===== src/design/rrfp_pkg.sv =====
// rrfp_pkg: shared types, constants and character helpers for the reply frame parser
// no dependencies; used by rrfp_parse and rotator_reply_frame_parser

package rrfp_pkg;

    // default count of fraction digits kept in the fixed-point value
    localparam int FRACTION_DIGITS_DEF = 4;

    localparam int ACC_W = 31;                      // magnitude width, limit is 2^31-1
    localparam int POW_W = 20;                      // wide enough for 10^6
    localparam int SEEN_W = 3;
    localparam logic [ACC_W-1:0] MAG_LIMIT = {ACC_W{1'b1}};

    // reciprocal of ten for a 31-bit dividend: q = (n * RECIP10) >> RECIP10_SHIFT
    localparam logic [31:0] RECIP10 = 32'hCCCC_CCCD;
    localparam int RECIP10_SHIFT = 35;

    localparam logic [7:0] CH_STX   = 8'h02;
    localparam logic [7:0] CH_CR    = 8'h0D;
    localparam logic [7:0] CH_COMMA = 8'h2C;
    localparam logic [7:0] CH_MINUS = 8'h2D;
    localparam logic [7:0] CH_POINT = 8'h2E;
    localparam logic [7:0] CH_ZERO  = 8'h30;

    typedef enum logic [3:0] {
        PH_LEAD,
        PH_COMMA1,
        PH_VERB,
        PH_COMMA2,
        PH_NUMSTART,
        PH_INTFIRST,
        PH_INT,
        PH_FRACFIRST,
        PH_FRAC,
        PH_STATUS,
        PH_TRAIL,
        PH_FAIL
    } rrfp_phase_t;

    // snapshot of a finished frame, handed from the parser to the output stage
    typedef struct packed {
        logic             matched;
        logic [7:0]       axis;
        logic [7:0]       verb;
        logic [7:0]       status;
        logic [ACC_W-1:0] mag;
        logic             neg;
        logic             ovf;
    } rrfp_final_t;

    function automatic logic is_space(input logic [7:0] c);
        return (c == 8'h20) || (c >= 8'h09 && c <= 8'h0D) || (c == 8'h85) || (c == 8'hA0);
    endfunction

    function automatic logic is_upper(input logic [7:0] c);
        return (c >= 8'h41) && (c <= 8'h5A);
    endfunction

    function automatic logic is_digit(input logic [7:0] c);
        return (c >= 8'h30) && (c <= 8'h39);
    endfunction

    function automatic logic [POW_W-1:0] pow10(input logic [SEEN_W-1:0] k);
        logic [POW_W-1:0] p;
        unique case (k)
            3'd0: p = POW_W'(1);
            3'd1: p = POW_W'(10);
            3'd2: p = POW_W'(100);
            3'd3: p = POW_W'(1000);
            3'd4: p = POW_W'(10000);
            3'd5: p = POW_W'(100000);
            3'd6: p = POW_W'(1000000);
            default: p = POW_W'(1);
        endcase
        return p;
    endfunction

endpackage


===== src/design/rrfp_parse.sv =====
// rrfp_parse: per-byte phase machine and fixed-point number accumulator
// depends on rrfp_pkg

module rrfp_parse #(
    parameter int FRACTION_DIGITS = rrfp_pkg::FRACTION_DIGITS_DEF
) (
    input  logic                  aclk,
    input  logic                  aresetn,
    input  logic                  step,       // process one byte this cycle
    input  logic [7:0]            rx_byte,
    input  logic                  frame_end,
    output rrfp_pkg::rrfp_final_t fin         // frame outcome, meaningful with step && frame_end
);
    import rrfp_pkg::*;

    localparam int SUM_W = ACC_W + 5;

    rrfp_phase_t       phase_reg, phase_next, phase_a;
    logic [7:0]        axis_reg, axis_next, axis_a;
    logic [7:0]        verb_reg, verb_next, verb_a;
    logic [7:0]        status_reg, status_next, status_a;
    logic [ACC_W-1:0]  acc_reg, acc_next, acc_a;
    logic [SEEN_W-1:0] seen_reg, seen_next, seen_a;
    logic              neg_reg, neg_next, neg_a;
    logic              ovf_reg, ovf_next, ovf_a;

    logic              take;
    logic              sel_int;
    logic [3:0]        digit;
    logic [SEEN_W-1:0] pow_idx;
    logic [SUM_W-1:0]  base;
    logic [SUM_W-1:0]  sum;
    logic              sum_over;
    logic [ACC_W-1:0]  sum_clamped;
    logic              frac_room;

    always_ff @(posedge aclk) begin
        if (!aresetn) begin
            phase_reg  <= PH_LEAD;
            axis_reg   <= '0;
            verb_reg   <= '0;
            status_reg <= '0;
            acc_reg    <= '0;
            seen_reg   <= '0;
            neg_reg    <= 1'b0;
            ovf_reg    <= 1'b0;
        end else begin
            phase_reg  <= phase_next;
            axis_reg   <= axis_next;
            verb_reg   <= verb_next;
            status_reg <= status_next;
            acc_reg    <= acc_next;
            seen_reg   <= seen_next;
            neg_reg    <= neg_next;
            ovf_reg    <= ovf_next;
        end
    end

    // shared digit adder: integer digits shift the accumulator by ten first
    always_comb begin
        sel_int   = (phase_reg != PH_FRACFIRST) && (phase_reg != PH_FRAC);
        digit     = 4'(rx_byte - CH_ZERO);
        frac_room = (32'(seen_reg) < FRACTION_DIGITS);
        pow_idx   = sel_int ? SEEN_W'(FRACTION_DIGITS)
                            : SEEN_W'(FRACTION_DIGITS - 1) - seen_reg;
        base      = sel_int ? (SUM_W'(acc_reg) << 3) + (SUM_W'(acc_reg) << 1)
                            : SUM_W'(acc_reg);
        sum       = base + SUM_W'(digit) * SUM_W'(pow10(pow_idx));
        sum_over  = (sum > SUM_W'(MAG_LIMIT));
        sum_clamped = sum_over ? MAG_LIMIT : sum[ACC_W-1:0];
    end

    always_comb begin
        take     = step && (rx_byte != CH_STX) && (rx_byte != CH_CR);
        phase_a  = phase_reg;
        axis_a   = axis_reg;
        verb_a   = verb_reg;
        status_a = status_reg;
        acc_a    = acc_reg;
        seen_a   = seen_reg;
        neg_a    = neg_reg;
        ovf_a    = ovf_reg;

        if (take) begin
            unique case (phase_reg)
                PH_LEAD: begin
                    if (is_upper(rx_byte)) begin
                        axis_a  = rx_byte;
                        phase_a = PH_COMMA1;
                    end else if (!is_space(rx_byte)) begin
                        phase_a = PH_FAIL;
                    end
                end
                PH_COMMA1: phase_a = (rx_byte == CH_COMMA) ? PH_VERB : PH_FAIL;
                PH_VERB: begin
                    if (rx_byte == CH_COMMA) begin
                        phase_a = PH_FAIL;
                    end else begin
                        verb_a  = rx_byte;
                        phase_a = PH_COMMA2;
                    end
                end
                PH_COMMA2: phase_a = (rx_byte == CH_COMMA) ? PH_NUMSTART : PH_FAIL;
                PH_NUMSTART: begin
                    if (rx_byte == CH_MINUS) begin
                        neg_a   = 1'b1;
                        phase_a = PH_INTFIRST;
                    end else if (is_digit(rx_byte)) begin
                        acc_a   = sum_clamped;
                        ovf_a   = ovf_reg | sum_over;
                        phase_a = PH_INT;
                    end else begin
                        phase_a = PH_FAIL;
                    end
                end
                PH_INTFIRST: begin
                    if (is_digit(rx_byte)) begin
                        acc_a   = sum_clamped;
                        ovf_a   = ovf_reg | sum_over;
                        phase_a = PH_INT;
                    end else begin
                        phase_a = PH_FAIL;
                    end
                end
                PH_INT: begin
                    if (is_digit(rx_byte)) begin
                        acc_a = sum_clamped;
                        ovf_a = ovf_reg | sum_over;
                    end else if (rx_byte == CH_POINT) begin
                        phase_a = PH_FRACFIRST;
                    end else if (rx_byte == CH_COMMA) begin
                        phase_a = PH_STATUS;
                    end else begin
                        phase_a = PH_FAIL;
                    end
                end
                PH_FRACFIRST, PH_FRAC: begin
                    if (is_digit(rx_byte)) begin
                        // digits past the kept precision are dropped
                        if (frac_room) begin
                            acc_a  = sum_clamped;
                            ovf_a  = ovf_reg | sum_over;
                            seen_a = seen_reg + 1'b1;
                        end
                        phase_a = PH_FRAC;
                    end else if (rx_byte == CH_COMMA && phase_reg == PH_FRAC) begin
                        phase_a = PH_STATUS;
                    end else begin
                        phase_a = PH_FAIL;
                    end
                end
                PH_STATUS: begin
                    if (is_upper(rx_byte)) begin
                        status_a = rx_byte;
                        phase_a  = PH_TRAIL;
                    end else begin
                        phase_a = PH_FAIL;
                    end
                end
                PH_TRAIL: begin
                    if (!is_space(rx_byte)) begin
                        phase_a = PH_FAIL;
                    end
                end
                default: phase_a = PH_FAIL;
            endcase
        end

        fin.matched = (phase_a == PH_TRAIL);
        fin.axis    = axis_a;
        fin.verb    = verb_a;
        fin.status  = status_a;
        fin.mag     = acc_a;
        fin.neg     = neg_a;
        fin.ovf     = ovf_a;

        // the last byte of a frame returns the parse to its idle values
        if (step && frame_end) begin
            phase_next  = PH_LEAD;
            axis_next   = '0;
            verb_next   = '0;
            status_next = '0;
            acc_next    = '0;
            seen_next   = '0;
            neg_next    = 1'b0;
            ovf_next    = 1'b0;
        end else begin
            phase_next  = phase_a;
            axis_next   = axis_a;
            verb_next   = verb_a;
            status_next = status_a;
            acc_next    = acc_a;
            seen_next   = seen_a;
            neg_next    = neg_a;
            ovf_next    = ovf_a;
        end
    end

endmodule


===== src/design/rotator_reply_frame_parser.sv =====
// Rotator reply frame parser: up to one frame byte per cycle in, one result per frame out.
// The result goes through the input, finished-frame and result registers in turn.
// Throughput: one byte per cycle unless a frame end waits for room in the finished stage.
// Reset: synchronous, active-low aresetn clears the parse, tenths_mode and all stage valids.
// depends on rrfp_pkg and rrfp_parse

module rotator_reply_frame_parser #(
    parameter int FRACTION_DIGITS = rrfp_pkg::FRACTION_DIGITS_DEF
) (
    input  logic        aclk,
    input  logic        aresetn,

    // tenths_mode register
    input  logic        cfg_we,
    input  logic        cfg_wdata,

    // frame bytes
    input  logic        s_axis_tvalid,
    output logic        s_axis_tready,
    input  logic [7:0]  s_axis_tdata,   // [7:0] rx_byte
    input  logic        s_axis_tlast,   // frame_end

    // one result per frame
    output logic        m_axis_tvalid,
    input  logic        m_axis_tready,
    // [0] matched, [8:1] axis_letter, [16:9] verb_char, [48:17] angle_value,
    // [56:49] status_letter, [57] value_saturated, [63:58] zero
    output logic [63:0] m_axis_tdata
);
    import rrfp_pkg::*;

    logic              tenths_mode_reg;

    // input register stage
    logic              in_valid_reg;
    logic [7:0]        in_byte_reg;
    logic              in_last_reg;
    logic              in_go;

    // finished-frame stage
    logic              fin_valid_reg;
    rrfp_final_t       fin_reg;
    rrfp_final_t       fin_now;
    logic              fin_ready;

    // result register
    logic              out_valid_reg;
    logic              out_ready;
    logic              matched_reg;
    logic [7:0]        axis_reg;
    logic [7:0]        verb_reg;
    logic [31:0]       angle_reg;
    logic [7:0]        status_reg;
    logic              sat_reg;

    logic [63:0]       prod;
    logic [ACC_W-1:0]  quot;
    logic [ACC_W-1:0]  mag_sel;
    logic [31:0]       angle_now;

    // ready chain: each stage frees when its downstream takes its contents
    assign out_ready     = !out_valid_reg || m_axis_tready;
    assign fin_ready     = !fin_valid_reg || out_ready;
    // a plain byte always proceeds; a frame end needs room in the finished stage
    assign in_go         = in_valid_reg && (!in_last_reg || fin_ready);
    assign s_axis_tready = !in_valid_reg || in_go;

    always_ff @(posedge aclk) begin
        if (!aresetn) begin
            tenths_mode_reg <= 1'b0;
        end else if (cfg_we) begin
            tenths_mode_reg <= cfg_wdata;
        end
    end

    always_ff @(posedge aclk) begin
        if (!aresetn) begin
            in_valid_reg <= 1'b0;
        end else if (s_axis_tready) begin
            in_valid_reg <= s_axis_tvalid;
        end
    end

    always_ff @(posedge aclk) begin
        if (s_axis_tready && s_axis_tvalid) begin
            in_byte_reg <= s_axis_tdata;
            in_last_reg <= s_axis_tlast;
        end
    end

    rrfp_parse #(
        .FRACTION_DIGITS (FRACTION_DIGITS)
    ) u_parse (
        .aclk      (aclk),
        .aresetn   (aresetn),
        .step      (in_go),
        .rx_byte   (in_byte_reg),
        .frame_end (in_last_reg),
        .fin       (fin_now)
    );

    // capture the outcome of a frame on its last byte
    always_ff @(posedge aclk) begin
        if (!aresetn) begin
            fin_valid_reg <= 1'b0;
        end else if (fin_ready) begin
            fin_valid_reg <= in_go && in_last_reg;
        end
    end

    always_ff @(posedge aclk) begin
        if (fin_ready && in_go && in_last_reg) begin
            fin_reg <= fin_now;
        end
    end

    // in tenths mode divide by ten through the reciprocal; the sign is applied in either mode
    always_comb begin
        prod      = 64'(fin_reg.mag) * 64'(RECIP10);
        quot      = ACC_W'(prod >> RECIP10_SHIFT);
        mag_sel   = tenths_mode_reg ? quot : fin_reg.mag;
        angle_now = fin_reg.neg ? (32'd0 - 32'(mag_sel)) : 32'(mag_sel);
    end

    always_ff @(posedge aclk) begin
        if (!aresetn) begin
            out_valid_reg <= 1'b0;
        end else if (out_ready) begin
            out_valid_reg <= fin_valid_reg;
        end
    end

    // a frame that does not match reports zero in every field
    always_ff @(posedge aclk) begin
        if (out_ready && fin_valid_reg) begin
            matched_reg <= fin_reg.matched;
            axis_reg    <= fin_reg.matched ? fin_reg.axis   : 8'd0;
            verb_reg    <= fin_reg.matched ? fin_reg.verb   : 8'd0;
            angle_reg   <= fin_reg.matched ? angle_now      : 32'd0;
            status_reg  <= fin_reg.matched ? fin_reg.status : 8'd0;
            sat_reg     <= fin_reg.matched && fin_reg.ovf;
        end
    end

    assign m_axis_tvalid = out_valid_reg;
    assign m_axis_tdata  = {6'd0, sat_reg, status_reg, angle_reg, verb_reg, axis_reg,
                            matched_reg};

endmodule

===== config.mk =====
export PLATFORM = sky130hd
export DESIGN_NAME = rotator_reply_frame_parser
export DESIGN_NICKNAME = d
export VERILOG_FILES = /design/src/design/rrfp_pkg.sv /design/src/design/rrfp_parse.sv /design/src/design/rotator_reply_frame_parser.sv
export SDC_FILE = /design/constraint.sdc
export NUM_CORES = 1
export LEC_CHECK = 0
export CORE_ASPECT_RATIO = 1.75
export CORE_MARGIN = 4
export CORE_UTILIZATION = 25
export CTS_CLUSTER_DIAMETER = 60
export DETAILED_ROUTE_END_ITERATION = 7
export DONT_BUFFER_PORTS = 1
export SLEW_MARGIN = 20
export SYNTH_ARGS = -nofsm -noshare
export SYNTH_HDL_FRONTEND = slang
export SYNTH_SLANG_ARGS = --single-unit

===== constraint.sdc =====
create_clock -name aclk -period 10.77 [get_ports aclk]
set_input_delay 2.154 -clock aclk [delete_from_list [all_inputs] [get_ports aclk]]
set_output_delay 2.154 -clock aclk [all_outputs]
set_load 0.02 [all_outputs]

==> results by group <==
Run status
  • Outcome: complete, no violations

Synth
  • EDFF count, synth: between 100 and 150
  • Mapped Area: 26,810 sq um
  • Seq cells post-synth: 193
  • Cells after Synth: just under 3k
  • Async SR Flop Fraction: 0%
  • Ys flop type: edfxtp_1
  • Syn avg cell area: 9.129 sq um
  • Sequential share of the synthesized area: a little under a fifth
  • Yosys cell types: 91
  • YS warnings: 0

Floorplanning
  • Die X: between 200 and 300 microns
  • Row count: 158
  • Starting Density: 25.26%
  • Core Area: 106,200 sq um
  • Die Y: 441.2 microns
  • # IOs: 81
  • Die area: 112,800 sq um

Clocking
  • Hold-fix buffers, CTS: 0
  • Clock Tree Root: clkbuf_16
  • Post_cts resized: 0
  • Post-CTS Setup Repair Bufs: 0
  • Clock transition at path regs: 0.09 ns
  • CTS Sinks: 193
  • Total CTS buffers: 17
  • Worst-Skew Late Latency: roughly 0.47 ns
  • Htree depth: 4
  • Max Root-Sink Buffers: 2
  • CTS tree: done

Detailed routing
  • Vias/cell: 5.044
  • Routed wire length: ~96,000 microns
  • DRC: 0
  • DR WL/cell: 22.58 microns
  • Post-Route M1 WL: 30,860 microns
  • Met3 routed WL: about 3700 microns
  • Met2 WL post-DR: 50,480 microns
  • Detailed-route via count: 21.44k
  • TritonRoute pass-1 iters: 7
  • Top layer in use: met4
  • DR iter-0 viols: roughly 1.3k
  • Antenna-violating nets left: 0

Placed design
  • Port Buffers: 0
  • RD Place Congestion: 1.039
  • DP Wirelength: a little over 80,000 microns

Global routing
  • Antenna violations before repair: 0
  • Grt total ovfl: 0
  • Largest net degree at the start of global routing: 59
  • Vias in the first global route: 22.68k
  • Total GRT Usage: 16.74%
  • First-pass GRT wire length: 141,800 microns

Worst setup path
  • Critical path cell sequence: ha_1 > fa_1 > inv_1 > fa_1 > fa_1 > inv_1 > fa_1 > inv_1 > fa_1 > inv_1 > fa_1 > fa_1 > ha_1 > nand4_1 > nor3_1 > nand3_1 > a21oi_1 > a21oi_1 > mux2i_1 > a211oi_1 > o2111ai_1 > or4b_1 > mux2i_1 > o311ai_1
  • Reg2Reg Launch Point: fin_reg[10]$_DFFE_PP_
  • Crit path max-delay family: adder cells
  • Worst Setup End Kind: flip-flop
  • Reg2Reg Setup Slack: 0.58 ns
  • Cell mode on critical path: fa_1
  • RR Endpoint: angle_reg[30]$_SDFFCE_PN0P_
  • Slowest CP cell: a211oi_1
  • CP Data Required Time: ~11 ns
  • R2R depth: 24
  • Type of the worst setup path: reg2reg
  • Setup crit start kind: flip-flop
  • CP Max Fanout: 7
  • Slowest cell delay on critical path: 0.79 ns
  • Buffers & Inverters on Critical Path: 4
  • Arrival time at the worst endpoint: 10.39 ns

STA
  • Final min period: slightly above 10 ns
  • Clk_skew: roughly 0.014 ns
  • Tightest Pin Transition: 1.076 ns
  • Max frequency: 98.18 MHz
  • Final setup vio count: 0
  • Relative slew slack: a little over a quarter
  • Final Hold Fails: 0
  • Final Max Slew Viols: 0
  • Final setup TNS: 0 ns
  • RSZ-0062 raised after global routing: false
  • Period utilization: 94.57%

Cells and area
  • Max reg flops: 58
  • ANT cells: 0
  • Share of cells above drive strength 1: 4.256%
  • Most frequent cells in the layout: 469 x inv_1, 365 x ha_1, 294 x fa_1
  • # nets final: about 3.6k
  • Commonest non-fill, non-tap cell in the layout: inv_1
  • Filler cell count: 11.25k
  • Area growth syn-to-layout: 7.742%
  • Sequential Area: 5116 sq um
  • Multi-input gate area: 19,560 sq um

Worst hold path
  • Hold Path Stages: 2
  • Hold Path Sink: u_parse.status_reg[7]$_SDFF_PP0_
  • Min-delay src: u_parse.status_reg[7]$_SDFF_PP0_
  • Class of the worst hold path: reg2reg

Run
  • Total of max-cap violations: 0
==> through the flow <==
stage                     hold slack, ns  util [%]  setup WS, ns  std cells  instance area (sq um)
after global routing              0.4792     27.21        0.4923       4250                  28890
final                             0.4442     27.21        0.5844       4250                  28890
after CTS                         0.4514     27.21        0.8327       4250                  28890
after detailed placement          0.4408     26.66        0.8336       4218                  28300
after global placement            0.4340     26.66        0.7979       4218                  28300
after floorplan                   0.4244         -         2.176       2942                  26830
==> how the worst max path moves through the flow <==
stage,cells after the start,to,from
after global placement,24,angle_reg[30]$_SDFFCE_PN0P_,fin_reg[10]$_DFFE_PP_
after global routing,28,angle_reg[30]$_SDFFCE_PN0P_,fin_reg[7]$_DFFE_PP_
after detailed placement,24,angle_reg[30]$_SDFFCE_PN0P_,fin_reg[10]$_DFFE_PP_
after CTS,24,angle_reg[30]$_SDFFCE_PN0P_,fin_reg[10]$_DFFE_PP_
final,24,angle_reg[30]$_SDFFCE_PN0P_,fin_reg[10]$_DFFE_PP_
after floorplan,30,angle_reg[30]$_SDFFCE_PN0P_,fin_reg[9]$_DFFE_PP_
==> tightest hold or removal path, stage by stage, from the launching register on <==
cell,delay [ns]
dfxtp_1,0.30
nand2_1,0.06
nor2_1,0.04
==> cell usage after synthesis (all sizes together) (20+ instances only) <==
cell	number	area [sq um]
clkbuf	85	319.1
a21o	65	488.0
xnor2	56	490.5
ha	365	4567
xor2	31	271.5
a31oi	20	140.1
and2	70	437.9
a211oi	32	260.3
nand4	48	306.5
and3	21	131.4
nand2	228	855.8
nand3	37	185.2
nor2b	42	262.8
o21a	26	195.2
buf	20	115.1
inv	469	1760
nor3	50	250.2
o21ai	128	640.6
dfxtp	68	1361
edfxtp	125	3754
a21oi	205	1033
or2	21	131.4
mux2i	29	290.3
nand2b	24	150.1
nor2	149	561.8
fa	294	5886
==> logic make-up after synthesis <==
family                   Yosys count  synth area share, %
XOR/XNOR                          87                2.842
flip-flops                       193                19.08
adder cells (fa/ha/maj)          659                38.99
multiplexers                      46                1.797
AND/OR/NAND/NOR                  753                14.07
other                              1              0.01399
buffers and inverters            575                8.200
AO/OA/AOI/OAI                    623                15.01
==> area by class of cell <==
class                           count  area share, %
Clock inverter                     13         0.4895
Inverter                          470          6.107
Tap cell                         1360          5.891
Clock buffer                       19          1.533
Multi-Input combinational cell   2174          67.72
Timing Repair Buffer               21         0.5458
Sequential cell                   193          17.71
==> routing by layer <==
metal,GRT usage [%],up-vias
li1,-,9899
met1,15.38,10497
met2,31.94,694
met3,2.107,345
met4,15.26,0
met5,0,-
Power is left out: the tool's default activity adds up to more than one toggle a clock period on the data nets, which glitch-free logic cannot reach.
